--- config.mk ---
export PLATFORM = sky130hd
export DESIGN_NAME = integer_to_ascii_formatter_top
export DESIGN_NICKNAME = d
export VERILOG_FILES = /design/src/design/i2a_fmt_pkg.sv /design/src/design/i2a_fmt_ctrl.sv /design/src/design/i2a_fmt_dp.sv /design/src/design/integer_to_ascii_formatter_top.sv
export SDC_FILE = /design/constraint.sdc
export NUM_CORES = 1
export LEC_CHECK = 0
export BUFFER_PORTS_ARGS = -buffer_cell sky130_fd_sc_hd__buf_2
export CAP_MARGIN = 5
export CORE_ASPECT_RATIO = 2
export CORE_MARGIN = 2
export CORE_UTILIZATION = 35
export DETAILED_ROUTE_END_ITERATION = 8
export GPL_TIMING_DRIVEN = 0
export MAX_ROUTING_LAYER = met4
export PLACE_DENSITY = 0.55
export SLEW_MARGIN = 5
export SYNTH_ARGS = -nofsm -noshare
export SYNTH_HDL_FRONTEND = slang
export SYNTH_SLANG_ARGS = --single-unit
--- constraint.sdc ---
create_clock -name i_clk -period 7.55 [get_ports i_clk]
set_clock_uncertainty 0.1 [all_clocks]
set_input_delay 1.51 -clock i_clk [delete_from_list [all_inputs] [get_ports i_clk]]
set_output_delay 1.51 -clock i_clk [all_outputs]
set_load 0.05 [all_outputs]
--- src/design/i2a_fmt_pkg.sv ---
// Package for the integer to ASCII formatter.
// Word types, operation codes, character constants and the controller/datapath link.
// No dependencies.
package i2a_fmt_pkg;

    localparam int WORD_BITS_DEF = 32;

    localparam logic [2:0] OP_LITERAL = 3'd0;
    localparam logic [2:0] OP_SDEC    = 3'd1;
    localparam logic [2:0] OP_UDEC    = 3'd2;
    localparam logic [2:0] OP_HEX_LO  = 3'd3;
    localparam logic [2:0] OP_HEX_UP  = 3'd4;
    localparam logic [2:0] OP_BIN     = 3'd5;
    localparam logic [2:0] OP_CHAR    = 3'd6;

    localparam logic [7:0] CH_0     = 8'h30;
    localparam logic [7:0] CH_LO_A  = 8'h61;
    localparam logic [7:0] CH_UP_A  = 8'h41;
    localparam logic [7:0] CH_CR    = 8'h0D;
    localparam logic [7:0] CH_NL    = 8'h0A;
    localparam logic [7:0] CH_MINUS = 8'h2D;
    localparam logic [3:0] NIB_MASK = 4'hF;

    typedef struct packed {
        logic [2:0]  operation;
        logic [31:0] value;
    } t_fmt_req;

    typedef struct packed {
        logic [7:0] out_char;
        logic       last;
    } t_fmt_char;

    typedef enum logic [1:0] {
        SEL_LOW,
        SEL_CR,
        SEL_MINUS,
        SEL_DIGIT
    } t_emit_sel;

    // controller -> datapath
    typedef struct packed {
        logic      load;
        logic      conv;
        logic      skip;
        logic      shift_digit;
        logic      emit;
        t_emit_sel sel;
        logic      last;
    } t_dp_cmd;

    // datapath -> controller
    typedef struct packed {
        logic [2:0] op;
        logic       is_nl;
        logic       neg;
        logic       conv_done;
        logic       lead_zero;
        logic       last_digit;
        logic       out_free;
    } t_dp_sts;

endpackage

--- src/design/i2a_fmt_ctrl.sv ---
// Sequencer of the integer to ASCII formatter.
// Depends on i2a_fmt_pkg; drives the datapath in i2a_fmt_dp.
module i2a_fmt_ctrl (
    input  logic                 i_clk,
    input  logic                 i_rst_n,
    input  logic                 i_in_valid,
    input  logic [2:0]           i_in_op,
    output logic                 o_in_ready,
    input  i2a_fmt_pkg::t_dp_sts i_sts,
    output i2a_fmt_pkg::t_dp_cmd o_cmd
);
    import i2a_fmt_pkg::*;

    typedef enum logic [2:0] {
        S_IDLE,
        S_LOW,
        S_CR,
        S_SIGN,
        S_CONV,
        S_SKIP,
        S_DIGIT
    } t_state;

    t_state r_state, n_state;

    always_ff @(posedge i_clk) begin
        if (!i_rst_n) begin
            r_state <= S_IDLE;
        end else begin
            r_state <= n_state;
        end
    end

    always_comb begin
        n_state          = r_state;
        o_in_ready       = 1'b0;
        o_cmd            = '0;
        o_cmd.sel        = SEL_DIGIT;
        case (r_state)
            S_IDLE: begin
                o_in_ready = 1'b1;
                if (i_in_valid) begin
                    o_cmd.load = 1'b1;
                    case (i_in_op)
                        OP_LITERAL, OP_CHAR:   n_state = S_LOW;
                        OP_SDEC:               n_state = S_SIGN;
                        OP_UDEC:               n_state = S_CONV;
                        OP_HEX_LO, OP_HEX_UP:  n_state = S_DIGIT;
                        OP_BIN:                n_state = S_SKIP;
                        default:               n_state = S_IDLE; // unused code: no output
                    endcase
                end
            end
            S_LOW: begin
                if (i_sts.out_free) begin
                    o_cmd.emit = 1'b1;
                    o_cmd.sel  = SEL_LOW;
                    // a literal newline gets a trailing carriage return
                    if (i_sts.op == OP_LITERAL && i_sts.is_nl) begin
                        o_cmd.last = 1'b0;
                        n_state    = S_CR;
                    end else begin
                        o_cmd.last = 1'b1;
                        n_state    = S_IDLE;
                    end
                end
            end
            S_CR: begin
                if (i_sts.out_free) begin
                    o_cmd.emit = 1'b1;
                    o_cmd.sel  = SEL_CR;
                    o_cmd.last = 1'b1;
                    n_state    = S_IDLE;
                end
            end
            S_SIGN: begin
                if (!i_sts.neg) begin
                    n_state = S_CONV;
                end else if (i_sts.out_free) begin
                    o_cmd.emit = 1'b1;
                    o_cmd.sel  = SEL_MINUS;
                    n_state    = S_CONV;
                end
            end
            S_CONV: begin
                o_cmd.conv = 1'b1;
                if (i_sts.conv_done) begin
                    n_state = S_SKIP;
                end
            end
            S_SKIP: begin
                if (i_sts.lead_zero) begin
                    o_cmd.skip = 1'b1;
                end else begin
                    n_state = S_DIGIT;
                end
            end
            S_DIGIT: begin
                if (i_sts.out_free) begin
                    o_cmd.emit        = 1'b1;
                    o_cmd.sel         = SEL_DIGIT;
                    o_cmd.shift_digit = 1'b1;
                    o_cmd.last        = i_sts.last_digit;
                    if (i_sts.last_digit) begin
                        n_state = S_IDLE;
                    end
                end
            end
            default: begin
                n_state = S_IDLE;
            end
        endcase
    end

endmodule

--- src/design/i2a_fmt_dp.sv ---
// Datapath of the integer to ASCII formatter: digit register, shift-add-3
// binary to BCD converter, digit counter, character mapping, output register.
// Depends on i2a_fmt_pkg.
module i2a_fmt_dp #(
    parameter int WORD_BITS = i2a_fmt_pkg::WORD_BITS_DEF
) (
    input  logic                   i_clk,
    input  logic                   i_rst_n,
    input  i2a_fmt_pkg::t_fmt_req  i_in_data,
    input  i2a_fmt_pkg::t_dp_cmd   i_cmd,
    output i2a_fmt_pkg::t_dp_sts   o_sts,
    input  logic                   i_out_ready,
    output logic                   o_out_valid,
    output i2a_fmt_pkg::t_fmt_char o_out_data
);
    import i2a_fmt_pkg::*;

    // decimal digits of 2**WORD_BITS, enough for any word
    localparam int NDEC   = (WORD_BITS * 30103) / 100000 + 1;
    localparam int HEXD   = (WORD_BITS + 3) / 4;
    localparam int DW     = 4 * NDEC;
    localparam int HEX_SH = DW - 4 * HEXD;
    localparam int BIN_SH = DW - WORD_BITS;
    localparam int CW     = $clog2(WORD_BITS + 1);

    logic [DW-1:0]        r_sh, n_sh;
    logic [WORD_BITS-1:0] r_src, n_src;
    logic [CW-1:0]        r_cnt, n_cnt;
    logic [2:0]           r_op;
    logic [7:0]           r_low;
    logic                 r_neg;
    logic                 r_out_valid;
    t_fmt_char            r_out;

    logic [WORD_BITS-1:0] word, mag;
    logic                 neg_in;
    logic [DW-1:0]        sh_adj;
    logic                 bin_mode, dec_mode;
    logic [3:0]           nib;
    logic [7:0]           digit_char, char_out;
    logic                 cnt_one;

    assign word   = WORD_BITS'(i_in_data.value);
    assign neg_in = (i_in_data.operation == OP_SDEC) && word[WORD_BITS-1];
    assign mag    = neg_in ? (~word + 1'b1) : word;

    assign bin_mode = (r_op == OP_BIN);
    assign dec_mode = (r_op == OP_SDEC) || (r_op == OP_UDEC);
    assign nib      = r_sh[DW-1 -: 4];
    assign cnt_one  = (r_cnt == CW'(1));

    // add 3 to every BCD digit of 5 or more before the next shift
    always_comb begin
        for (int g = 0; g < NDEC; g++) begin
            sh_adj[4*g +: 4] = (r_sh[4*g +: 4] >= 4'd5) ? r_sh[4*g +: 4] + 4'd3
                                                        : r_sh[4*g +: 4];
        end
    end

    always_comb begin
        if (bin_mode) begin
            digit_char = CH_0 + 8'(r_sh[DW-1]);
        end else if (dec_mode || nib < 4'd10) begin
            digit_char = CH_0 + 8'(nib & NIB_MASK);
        end else if (r_op == OP_HEX_UP) begin
            digit_char = CH_UP_A + 8'(nib - 4'd10);
        end else begin
            digit_char = CH_LO_A + 8'(nib - 4'd10);
        end
    end

    always_comb begin
        case (i_cmd.sel)
            SEL_LOW:   char_out = r_low;
            SEL_CR:    char_out = CH_CR;
            SEL_MINUS: char_out = CH_MINUS;
            SEL_DIGIT: char_out = digit_char;
            default:   char_out = digit_char;
        endcase
    end

    always_comb begin
        n_sh  = r_sh;
        n_src = r_src;
        n_cnt = r_cnt;
        if (i_cmd.load) begin
            n_src = mag;
            case (i_in_data.operation)
                OP_HEX_LO, OP_HEX_UP: begin
                    n_sh  = DW'(word) << HEX_SH;
                    n_cnt = CW'(HEXD);
                end
                OP_BIN: begin
                    n_sh  = DW'(word) << BIN_SH;
                    n_cnt = CW'(WORD_BITS);
                end
                default: begin
                    n_sh  = '0;
                    n_cnt = CW'(WORD_BITS);
                end
            endcase
        end else if (i_cmd.conv) begin
            n_sh  = {sh_adj[DW-2:0], r_src[WORD_BITS-1]};
            n_src = r_src << 1;
            n_cnt = cnt_one ? CW'(NDEC) : r_cnt - 1'b1;
        end else if (i_cmd.skip || i_cmd.shift_digit) begin
            n_sh  = bin_mode ? (r_sh << 1) : (r_sh << 4);
            n_cnt = r_cnt - 1'b1;
        end
    end

    always_ff @(posedge i_clk) begin
        r_sh  <= n_sh;
        r_src <= n_src;
        r_cnt <= n_cnt;
        if (i_cmd.load) begin
            r_op  <= i_in_data.operation;
            r_low <= i_in_data.value[7:0];
            r_neg <= neg_in;
        end
        if (i_cmd.emit) begin
            r_out.out_char <= char_out;
            r_out.last     <= i_cmd.last;
        end
    end

    always_ff @(posedge i_clk) begin
        if (!i_rst_n) begin
            r_out_valid <= 1'b0;
        end else if (i_cmd.emit) begin
            r_out_valid <= 1'b1;
        end else if (i_out_ready) begin
            r_out_valid <= 1'b0;
        end
    end

    always_comb begin
        o_sts            = '0;
        o_sts.op         = r_op;
        o_sts.is_nl      = (r_low == CH_NL);
        o_sts.neg        = r_neg;
        o_sts.conv_done  = cnt_one;
        o_sts.lead_zero  = !cnt_one && (bin_mode ? !r_sh[DW-1] : (nib == 4'd0));
        o_sts.last_digit = cnt_one;
        o_sts.out_free   = !r_out_valid || i_out_ready;
    end

    assign o_out_valid = r_out_valid;
    assign o_out_data  = r_out;

endmodule

--- src/design/integer_to_ascii_formatter_top.sv ---
// Top level of the integer to ASCII formatter.
// Instantiates i2a_fmt_ctrl and i2a_fmt_dp; types from i2a_fmt_pkg.
//
//   channel | direction | handshake                  | word
//   --------+-----------+----------------------------+------------------------------
//   in      | input     | i_in_valid / o_in_ready    | t_fmt_req  {operation, value}
//   out     | output    | o_out_valid / i_out_ready  | t_fmt_char {out_char, last}
//
// One request is in work at a time; o_in_ready is high only while the sequencer
// is idle, and the accept cycle loads the datapath. After that: literal/char emit
// the low byte, plus a CR after a literal newline; hex emits every digit
// (ceil(WORD_BITS/4)); binary skips leading zeros, then prints each remaining bit;
// decimal emits a minus sign (signed, negative only), shifts every input bit
// through the shift-add-3 BCD converter, skips leading zero digits, then prints
// each digit. Each character waits in the output register until taken, so a
// stalled sink freezes the sequencer on the next character; the next request may
// be accepted while the final character still waits. Reset (synchronous, active
// low) empties the output register and returns the sequencer to idle; no clearing
// pass is needed.
module integer_to_ascii_formatter_top #(
    parameter int WORD_BITS = i2a_fmt_pkg::WORD_BITS_DEF
) (
    input  logic                   i_clk,
    input  logic                   i_rst_n,
    input  logic                   i_in_valid,
    output logic                   o_in_ready,
    input  i2a_fmt_pkg::t_fmt_req  i_in_data,
    output logic                   o_out_valid,
    input  logic                   i_out_ready,
    output i2a_fmt_pkg::t_fmt_char o_out_data
);
    import i2a_fmt_pkg::*;

    t_dp_cmd cmd;  // sequencer commands
    t_dp_sts sts;  // datapath status

    i2a_fmt_ctrl u_ctrl (
        .i_clk      (i_clk),
        .i_rst_n    (i_rst_n),
        .i_in_valid (i_in_valid),
        .i_in_op    (i_in_data.operation),
        .o_in_ready (o_in_ready),
        .i_sts      (sts),
        .o_cmd      (cmd)
    );

    i2a_fmt_dp #(
        .WORD_BITS (WORD_BITS)
    ) u_dp (
        .i_clk       (i_clk),
        .i_rst_n     (i_rst_n),
        .i_in_data   (i_in_data),
        .i_cmd       (cmd),
        .o_sts       (sts),
        .i_out_ready (i_out_ready),
        .o_out_valid (o_out_valid),
        .o_out_data  (o_out_data)
    );

endmodule

# Yosys cells after proc, flatten, opt, wreduce, memory -nomap -nowiden
# Cells that the tools add are included.
# W data, S select, Z words.
# classes
mux	57
reduce_logical	22
order_cmp	11
n_addsub	17
eq_ne	29
bitwise_logic	1
# ops
operator	n
$mux W40	5
$mux W32	3
$mux W4	11
$ge A4 B3 Y1 const B	10
$add A4 B2 Y4 const B	9
$mux W3	12
$add A32 B1 Y32 const B	1
$not A32 Y32	1
$pmux W8 S4	1
$mux W6	5
$eq A3 B3 Y1 const B	8
$mux W8	3
$pmux W3 S7	1
$add A7 B8 Y8 const A	2
$eq A3 B2 Y1 const B	5
$pmux W3 S5	1
$pmux W3 S4	1
$mux W1	11
$ne A2 B2 Y1 const B	5
$eq A3 B1 Y1 const B	3
$logic_not A3 Y1	3
$eq A8 B4 Y1 const B	1
$reduce_and A8 Y1	1
$add A6 B1 Y7 const A	1
22 further kinds	33
# word_totals
out_inout_bits	11
elab_cells	147
ff_bits	103

# Logic depth before layout (Yosys ltp)
# Gate-level depths: netlist (run 1).
# depth
depth_word	9
ltp_mapped	8
mapped_depth_nobuf	8

# Hierarchy
# A second synthesis (run 1) with hierarchy kept.
# hier_totals
cells_unflattened	764
area_unflattened_um2	6944.2
# by_module_without_submodules
module	area_each_um2	seq_area_each_um2	cells_each	n_inst
i2a_fmt_dp	6527.5	2992.9	709	1
i2a_fmt_ctrl	416.6	60.1	55	1

# Worst setup path after synthesis (run 1)
# No wires, ideal clock.
# synth_path
kind	input to register
start	input i_out_ready
end	register u_dp.r_cnt[0], enable pin
arrival_time_ps	5105
cell_stages	5
path_buffers	1
path_slack_ps	1832
path_cell_list	nor2b_1 -> clkbuf_1 -> nand2_1 -> a22oi_1 -> o21ai_0
# synth_between
elab_chain_cells	5
# synth_lines
element	line	text
start: declaration	integer_to_ascii_formatter_top.sv:29	input logic i_out_ready,
$logic_or A1 B1 Y1	i2a_fmt_dp.sv:145	o_sts.out_free = !r_out_valid || i_out_ready;
$mux W5	i2a_fmt_ctrl.sv:99	if (i_sts.out_free) begin
$mux W1	i2a_fmt_ctrl.sv:39	case (r_state)
$logic_or A1 B1 Y1	i2a_fmt_dp.sv:106	end else if (i_cmd.skip || i_cmd.shift_digit) begin
$reduce_bool A3 Y1 (no source line)	--	
end signal: assignment	i2a_fmt_dp.sv:115	r_cnt <= n_cnt;
end: declaration	i2a_fmt_dp.sv:28	logic [CW-1:0] r_cnt, n_cnt;
# No other way between the ends.
# A chain may end at the register's enable or synchronous reset.

==> summary by stage, run 1 <==
Outcome
The flow ran to the end, and the final reports show no timing, DRC or antenna violations.

Routing
The remaining design rule violation count is 0. In this run, the number of DRC markers left after iteration 0 of detailed routing was 387. The average routed wire per standard cell is 20.5 um. Detailed routing inserted a total of 5,972 vias. In the routed layout, each cell is associated on average with a via count of 5.65. Wires add up to 21,600 um.

The count of nets left with antenna violations once routing finished came out at 0. The number of detailed-routing iterations run before antenna repair is 5.

Synth
The synthesis-stage register bit count is 103. A synthesized cell averages 9.36 sq um. Ranked by instance count, the synthesized netlist is headed by sky130_fd_sc_hd__nand2_1 (107), sky130_fd_sc_hd__edfxtp_1 (99), sky130_fd_sc_hd__a21oi_1 (69). The number of synthesized flops with an enable pin is 99. After synthesis, the share of flip-flops with an asynchronous set or reset is 0.

The Yosys step of the flow raised 0 warnings. The share of the synthesized area in the top cell type is 0.434. The number of nets in the synthesized netlist is 800. The sequential share of the synthesized area is 0.445.

sky130_fd_sc_hd__nand2_1 is the most common cell in the netlist. The unique cell type count in the Yosys netlist is 68. By area the synthesized netlist is led by sky130_fd_sc_hd__edfxtp_1 (43%), sky130_fd_sc_hd__nand2_1 (5.9%), sky130_fd_sc_hd__ha_1 (5.3%). Of all cell types, the one taking the most synthesized area is sky130_fd_sc_hd__edfxtp_1. In the synthesized netlist the dominant register cell turns out to be sky130_fd_sc_hd__edfxtp_1.

The combined area of all synthesized cells is 6850 sq um. The cell count after synthesis came out at 732.

Worst setup path
The required time reported for the critical path endpoint is 7460 ps. The nature of the critical path endpoint is a flop. For the worst setup path, the data arrival time is 4430 ps. The worst setup path category is in2reg. The capture instance of the worst register-to-register path is u_dp.r_src[31].

Of all nets on the critical path, the largest fanout is 21. The number of cells on the worst reg-to-reg path is 5. The category of the worst setup path launch point is a primary input. The source of the worst register-to-register timing path is u_ctrl.r_state[2]. In this run the register-to-register setup slack is 3830 ps.

Timing
The highest clock frequency the design can meet is 221 MHz. The summed negative setup slack over all endpoints is 0 ps. Setup repair after global routing left no endpoint under its margin. The relative max-transition margin is 0.141. The total of endpoints with negative setup slack in the final report is 0. The number of max-slew violations in the final report is 0. Dividing the final minimum period by the clock period gives 0.599.

Final hold analysis gives a worst-case slack of 421 ps. The measured slew at the worst slew-check pin is 1290 ps. After layout, the minimum clock period comes to 4520 ps. The final count of hold timing violations was 0. Setup slack closes at 3030 ps.

Place
The total of buffers placed on input and output ports is 49. At the end of routability-driven placement, the weighted congestion stood at 0.904. The total instance count after detailed placement is 1,041.

Detailed placement ended at an HPWL of 16,500 um. The worst setup slack before clock tree synthesis is 2660 ps.

Pwr
Across the VDD grid, the largest voltage drop is 0.154 mV. The static leakage is 2.85 nW. Dividing total power by cell area gives a power density of 443 nW/um^2.

Clocking
The TritonCTS clock tree is yes. Clock tree synthesis inserted a total of 9 buffers. The number of buffers inserted for hold repair after clock tree synthesis is 0.

The source-to-sink clock delay at the later pin of the worst-skew pair is 360 ps. After clock tree synthesis, the repair step resized 0 gates. The post-CTS setup-driven buffer insertion count is 0. The number of levels the H-tree was split into is 3.

The longest clock path from root to sink contains 2 buffers. The CTS clock-pin slew for the worst setup and hold paths is 70 ps. The master cell of the clock root buffer is sky130_fd_sc_hd__clkbuf_16. For this design, the sink count on the clock tree is 103.

Floorplanning
The floorplan has 72 rows. The die extent in y is 202 um. Pin placement for this block handled 50 I/O pins. The die boundary width is 103 um. The core footprint is 19,300 sq um.

The initial standard-cell utilization of the core is 0.356. The full die area is 20,800 sq um.

GRT
Entering global routing, the biggest net connects 42 pins. For met1 alone, demand over resource in global routing was 0.222. The layer with the highest usage after global routing is met2. The global-route wire length before repair is 33,700 um. The met2 capacity usage during global routing is 0.404. The all-layer global routing usage is 0.223. The number of global-route vias before repair is 6,168. The number of antenna violations at the first check in global routing was 0.

Summed over all layers, the global routing overflow is 0. The global routing met3 resource utilization is 0.0232.

Finish
The finished layout holds 1,057 standard cells, fillers aside. Relative to the synthesized area, the layout overhead comes to 13.0%. The count of inserted antenna diode cells is 0.

The share of post-route cells with drive strength above 1 is 0.118. The number of nets in the finished design is 861. After filler insertion, the fill cell instance count of the layout stands at 2,089.

Job
The max-capacitance violation count is 0.

Min path
The worst hold path endpoint is u_dp.r_sh[0]. The path category of the worst min-delay check is reg2reg. Counting instances, the worst hold path has a depth of 1. The startpoint identified for the worst hold timing path is u_dp.r_src[31].
-- kinds of logic after synthesis --
logic type / synth area share
buffers and inverters: 0.0405
AO/OA/AOI/OAI: 0.217
flip-flops: 0.445
AND/OR/NAND/NOR: 0.177
multiplexers: 0.00438
XOR/XNOR: 0.0626
adder cells (fa/ha/maj): 0.0529
-- placed cells by master (no fill, tap or decap), drive strengths merged, types with 10 or more instances in the layout --
| cell type | n |
|---|---|
| o21ai | 82 |
| xor2 | 24 |
| a221o | 10 |
| a21oi | 70 |
| buf | 61 |
| nor3 | 14 |
| nand2b | 16 |
| ha | 29 |
| edfxtp | 99 |
| inv | 38 |
| nor2 | 48 |
| nand3 | 14 |
| nor3b | 13 |
| nand2 | 108 |
| clkbuf | 31 |
| xnor2 | 25 |
-- stage by stage --
step	utilization	area (sq um)	power, mW
floorplan	-	6850	2.43
global placement	0.385	7420	2.94
detailed placement	0.387	7450	2.96
CTS	0.402	7740	3.44
global route	0.402	7740	3.69
finish	0.402	7740	3.43
-- worst max path at each step --
stage	startpoint	end	slack [ps]	depth (start not counted)
after floorplan	i_out_ready	u_dp.r_cnt[0]	1830	5
after global placement	i_out_ready	u_dp.r_sh[17]	-280	6
after detailed placement	i_in_valid	u_dp.r_src[31]	2660	6
after CTS	i_in_valid	u_dp.r_src[31]	3050	6
after global routing	i_in_valid	u_dp.r_src[31]	2940	6
final	i_in_valid	u_dp.r_src[31]	3030	6
-- routing by layer --
metal	vias to the layer above	share of wire
li1	2804	-
met3	66	0.032
met1	2918	0.35
met2	184	0.56
met5	-	0
met4	0	0.057
-- flip-flops by register name (all words and copies together), names as in the netlist --
| name | count |
|---|---|
| u_dp.r_src | 32 |
| u_dp.r_cnt | 6 |
| u_dp.r_sh | 40 |
| u_dp.r_low | 8 |
| u_dp.o_out_valid | 1 |
| u_dp.r_neg | 1 |
| u_ctrl.r_state | 3 |
| u_dp.o_out_data | 9 |
| u_dp.r_op | 3 |
-- power by group --
| part | internal [mW] | switching [mW] |
|---|---|---|
| Combinational | 0.585 | 1.06 |
| Sequential | 1.07 | 0.240 |
| Clock | 0.255 | 0.224 |
| Total | 1.91 | 1.52 |
-- worst max-delay path, stage by stage --
cell                       delay, ps
sky130_fd_sc_hd__buf_2           120
sky130_fd_sc_hd__or4b_1          560
sky130_fd_sc_hd__clkbuf_1        410
sky130_fd_sc_hd__inv_1           500
sky130_fd_sc_hd__buf_1          1000
sky130_fd_sc_hd__a31oi_1         320
-- layout make-up --
cell class | instances | area, sq um | area share
multi-input combinational | 558 | 3530 | 0.456
sequential | 103 | 3050 | 0.394
tap | 259 | 324 | 0.0418
timing repair buffer | 50 | 265 | 0.0343
clock buffer | 9 | 225 | 0.0291
inverter | 38 | 143 | 0.0184
buffer | 33 | 135 | 0.0175
clock inverter | 7 | 63.8 | 0.00824
Note: power is estimated with default switching activity, not from simulation.
==> run 2, diff against run 1 <==
Settings changed: ABC_AREA set to 1.
Clock period 7.55 ns to 4.5 ns, I/O delays scaled along.
==> run 2 against run 1 <==
Net effect:
- first-iteration DRC count rose by 20%
- clock-buffer cell count is the same
- wire length increased by 12%
- critical path depth up 3
- total power rose by 81%
- sequential cell count did not move
- register-to-register slack lost 1900 ps
- final cell count up 20%
- via count increased by 15%
- design area increased by 5.5%
- hold slack improved by 24 ps
- combinational power increased by 95%
- critical endpoint is now u_dp.r_src[27]
==> summary by stage, run 2 <==
Outcome
The flow ran to the end, and the final reports show no timing, DRC or antenna violations.

Finish
The area growth from synthesis to layout is 13.1% (about the same). The number of nets in the finished design came to 1,069 (+24%). The flip-flop count of the largest register after layout is 40 (unchanged).

The count of inserted antenna diode cells is 0 (unchanged). Ranked by flip-flop count, first place goes to u_dp.r_sh. The final standard cell area without fillers is 8170 sq um (+5.5%). The number of fill cells is 2,204 (+5.5%). In the layout the commonest cells are sky130_fd_sc_hd__nand2_1 (226), sky130_fd_sc_hd__inv_1 (112), sky130_fd_sc_hd__nand3_1 (103). The sequential cell area was 3050 sq um (unchanged). The area used by multi-input combinational logic is 3570 sq um (+1.1%).

Leaving out fill and tap cells, the most frequent cell in the layout is sky130_fd_sc_hd__nand2_1. The share of post-route cells with drive strength above 1 is 0.121 (+0.00348).

Pwr
The total power per unit cell area is 760 nW/um^2 (+72%). The static leakage is 3.52 nW (+24%). The maximum resistive drop on vdd is 0.401 mV (+160%). The share of power burned in registers was 0.350 (-0.031).

The total power draw was 6.21 mW (+81%). The internal portion of total power is 3.30 mW (+73%). The share of total power in combinational logic is 0.516 (+0.037). The switching power of the nets is 2.91 mW (+91%). The switching part of the total is 0.469 (+0.0248). The clock power share is 0.135 (-0.005).

Place
The worst setup slack before clock tree synthesis is 1450 ps (-1210 ps). The placement-stage cell area came to 7870 sq um (+5.5%). The HPWL after detailed placement is 19,200 um (+16%). The total of buffers placed on input and output ports is 49 (unchanged). The placer congestion estimate was 0.941 (+4.0%).

Timing
The measured slew at the worst slew-check pin is 877 ps (-412 ps). Dividing the final minimum period by the clock period gives 0.596. The relative max-transition margin is 0.410 (+0.269). The worst path setup slack after routing came to 1820 ps (-1210 ps). Setup repair after global routing left no endpoint under its margin.

The final count of hold timing violations is 0 (unchanged). The post-layout minimum cycle time is 2680 ps. The total of endpoints with negative setup slack in the final report was 0 (unchanged).

The highest clock frequency the design can meet is 373 MHz. The number of max-slew violations in the final report is 0 (unchanged).

Floorplanning
The die extent in y is 207 um (+2.6%). The core footprint is 20,400 sq um (+5.7%). The initial standard-cell utilization of the core is 0.355 (-0.000738). The total I/O pin count is 50 (unchanged). The die boundary width is 106 um (+2.6%). The full die area is 21,900 sq um (+5.3%). The placement row count is 74 (+2.8%).

Synth
The synthesis-stage register bit count is 103 (unchanged). The sequential share of the synthesized area is 0.422 (-0.0230). Among all cell types in the netlist, the one instantiated most often is sky130_fd_sc_hd__nand2_1.

The count of synthesis-stage warnings from yosys was 0 (unchanged). The fraction of synthesis flops using an asynchronous set or reset pin was 0 (unchanged). The combined area of all synthesized cells is 7230 sq um (+5.4%). The cell type with the highest aggregate area in the netlist is sky130_fd_sc_hd__edfxtp_1.

The average footprint of a synthesized cell came to 7.70 sq um (-18%). The post-synthesis net count is 1,006 (+26%). The share of the synthesized area in the top cell type is 0.411 (-0.0224).

In the post-synthesis netlist, the biggest area contributors are sky130_fd_sc_hd__edfxtp_1 (41%), sky130_fd_sc_hd__nand2_1 (12%), sky130_fd_sc_hd__nand3_1 (7.1%). The synthesized instance count is 938 (+28%). The unique cell type count in the Yosys netlist is 38 (-44%). The number of synthesized flops with an enable pin is 99 (unchanged). After synthesis, the most frequently instantiated cells are sky130_fd_sc_hd__nand2_1 (226), sky130_fd_sc_hd__inv_1 (113), sky130_fd_sc_hd__nand3_1 (103). The most used flip-flop cell after synthesis is sky130_fd_sc_hd__edfxtp_1.

Clocking
The CTS buffer count was 9 (unchanged). The number of buffers inserted for hold repair after clock tree synthesis is 0 (unchanged). The post-CTS setup-driven buffer insertion count was 0 (unchanged). The number of levels the H-tree was split into came to 3 (unchanged). The number of sinks on the clock net is 103 (unchanged).

The number of instances resized during post-cts repair was 0 (unchanged). The source-to-sink clock delay at the later pin of the worst-skew pair was 370 ps (about the same). The buffer depth of the longest clock path came to 2 (unchanged).

TritonCTS built the clock tree. The CTS clock-pin slew for the worst setup and hold paths is 70 ps (about the same). The master cell of the clock root buffer is sky130_fd_sc_hd__clkbuf_16.

Worst setup path
The worst setup path category is in2reg. The worst register-to-register path begins at u_ctrl.r_state[1]. The number of cells traversed by the worst register-to-register path came to 11 (+6). The setup slack of the most critical reg-to-reg path is 1950 ps (-1880 ps). The critical path starts at i_in_data[4]. The arrival time of the worst setup path is 2690 ps (-1740 ps).

The required time reported for the critical path endpoint came to 4510 ps (-2950 ps). The category of the worst setup path launch point is a primary input. The most critical setup path has its endpoint at u_dp.r_src[27]. STA classifies the critical path endpoint as a flop. The biggest fanout along the worst timing path was 7 (-67%).

In this run the critical register-to-register path is captured at u_dp.r_sh[17].

GRT
The global routing met3 resource utilization is 0.0289 (+0.00572). The met2 capacity usage during global routing is 0.427 (+0.0238). The number of global-route vias before repair is 6,992 (+13%). The global-route met1 utilization came to 0.219 (-0.00329).

The maximum number of pins on one net before global-route repair came to 35 (-17%). The global-route wire length before repair is 37,800 um (+12%). The remaining global-route overflow is 0 (unchanged). The global routing stage identified its most utilized layer as met2.

The all-layer global routing usage is 0.235 (+0.0117). The number of antenna violations at the first check in global routing came to 0 (unchanged).

Routing
The remaining design rule violation count is 0 (unchanged). The number of vias per cell is 5.40 (-4.4%). The total number of vias is 6,870 (+15%). The post-detailed-routing wire length is 24,200 um (+12%). The initial detailed-routing violation count is 465 (+20%). The average routed wire per standard cell is 19.1 um (-6.9%). The residual antenna-violating net count after detailed routing is 0 (unchanged). The number of detailed-routing iterations run before antenna repair is 6 (+1).

Min path
The path category of the worst min-delay check is reg2reg.

Job
The max-capacitance violation count came to 0 (unchanged).
-- run 2: cell types whose count changed after synthesis, moves of 13 or more --
cell,change
sky130_fd_sc_hd__nand2_1,+119
sky130_fd_sc_hd__nand3_1,+89
sky130_fd_sc_hd__inv_1,+75
sky130_fd_sc_hd__a21oi_1,-37
sky130_fd_sc_hd__nor2_1,+30
sky130_fd_sc_hd__xnor2_1,-22
sky130_fd_sc_hd__nand4_1,+21
sky130_fd_sc_hd__o21ai_0,+17
sky130_fd_sc_hd__nand2b_1,-16
sky130_fd_sc_hd__nor3b_1,-13
-- run 2: layer usage --
layer,wire [um],vias up
li1,-,3344
met1,8210,3242
met2,13200,194
met3,866,90
met4,2010,0
met5,0,-
-- run 2: power by group through the flow --
stage               combinational, mW  clock, mW  sequential [mW]
CTS                              3.21      0.852             2.17
detailed placement               3.20          0             2.19
global placement                 3.10          0             2.22
floorplan                        2.11          0             2.26
global route                     3.61      0.883             2.23
finish                           3.20      0.836             2.17
-- run 2: cell type report --
cell class                      count  area share
Tap cell                          266      0.0407
Timing Repair Buffer               52      0.0355
Clock inverter                      7     0.00949
Multi-Input combinational cell    683       0.437
Clock buffer                        9      0.0276
Inverter                          118      0.0542
Sequential cell                   103       0.374
Buffer                             34      0.0216
-- run 2: worst max-delay path, stage by stage --
cell and delay, ps:
sky130_fd_sc_hd__buf_2 130, sky130_fd_sc_hd__nor2_1 130, sky130_fd_sc_hd__nand2_1 70, sky130_fd_sc_hd__nor2_1 640, sky130_fd_sc_hd__nand3_1 280, sky130_fd_sc_hd__nor2_1 310
sky130_fd_sc_hd__nor2_1 80, sky130_fd_sc_hd__nand2_1 60, sky130_fd_sc_hd__nand3_1 80
-- run 2: worst min-delay path by stage --
stage	from	to	slack, ps	depth (start not counted)
after floorplan	u_dp.r_src[0]	u_dp.r_src[1]	410	2
after global placement	u_dp.r_src[0]	u_dp.r_src[1]	420	2
after detailed placement	u_dp.r_src[27]	u_dp.r_src[28]	430	2
after CTS	u_dp.r_src[27]	u_dp.r_src[28]	450	2
after global routing	u_dp.r_src[0]	u_dp.r_src[1]	470	2
final	u_dp.r_src[27]	u_dp.r_src[28]	450	2
-- run 2: cells by family after synthesis --
logic type               share of synthesized area
AND/OR/NAND/NOR                              0.272
AO/OA/AOI/OAI                                0.149
buffers and inverters                       0.0857
flip-flops                                   0.422
adder cells (fa/ha/maj)                     0.0502
XOR/XNOR                                    0.0206
-- run 2: metrics by stage --
step                instances  utilization  hold WS, ps  setup TNS, ps
finish                   1272        0.401          445              0
global placement         1253        0.384          418         -16560
detailed placement       1256        0.386          426              0
CTS                      1272        0.401          447              0
global route             1272        0.401          468              0
floorplan                 938            -          406              0
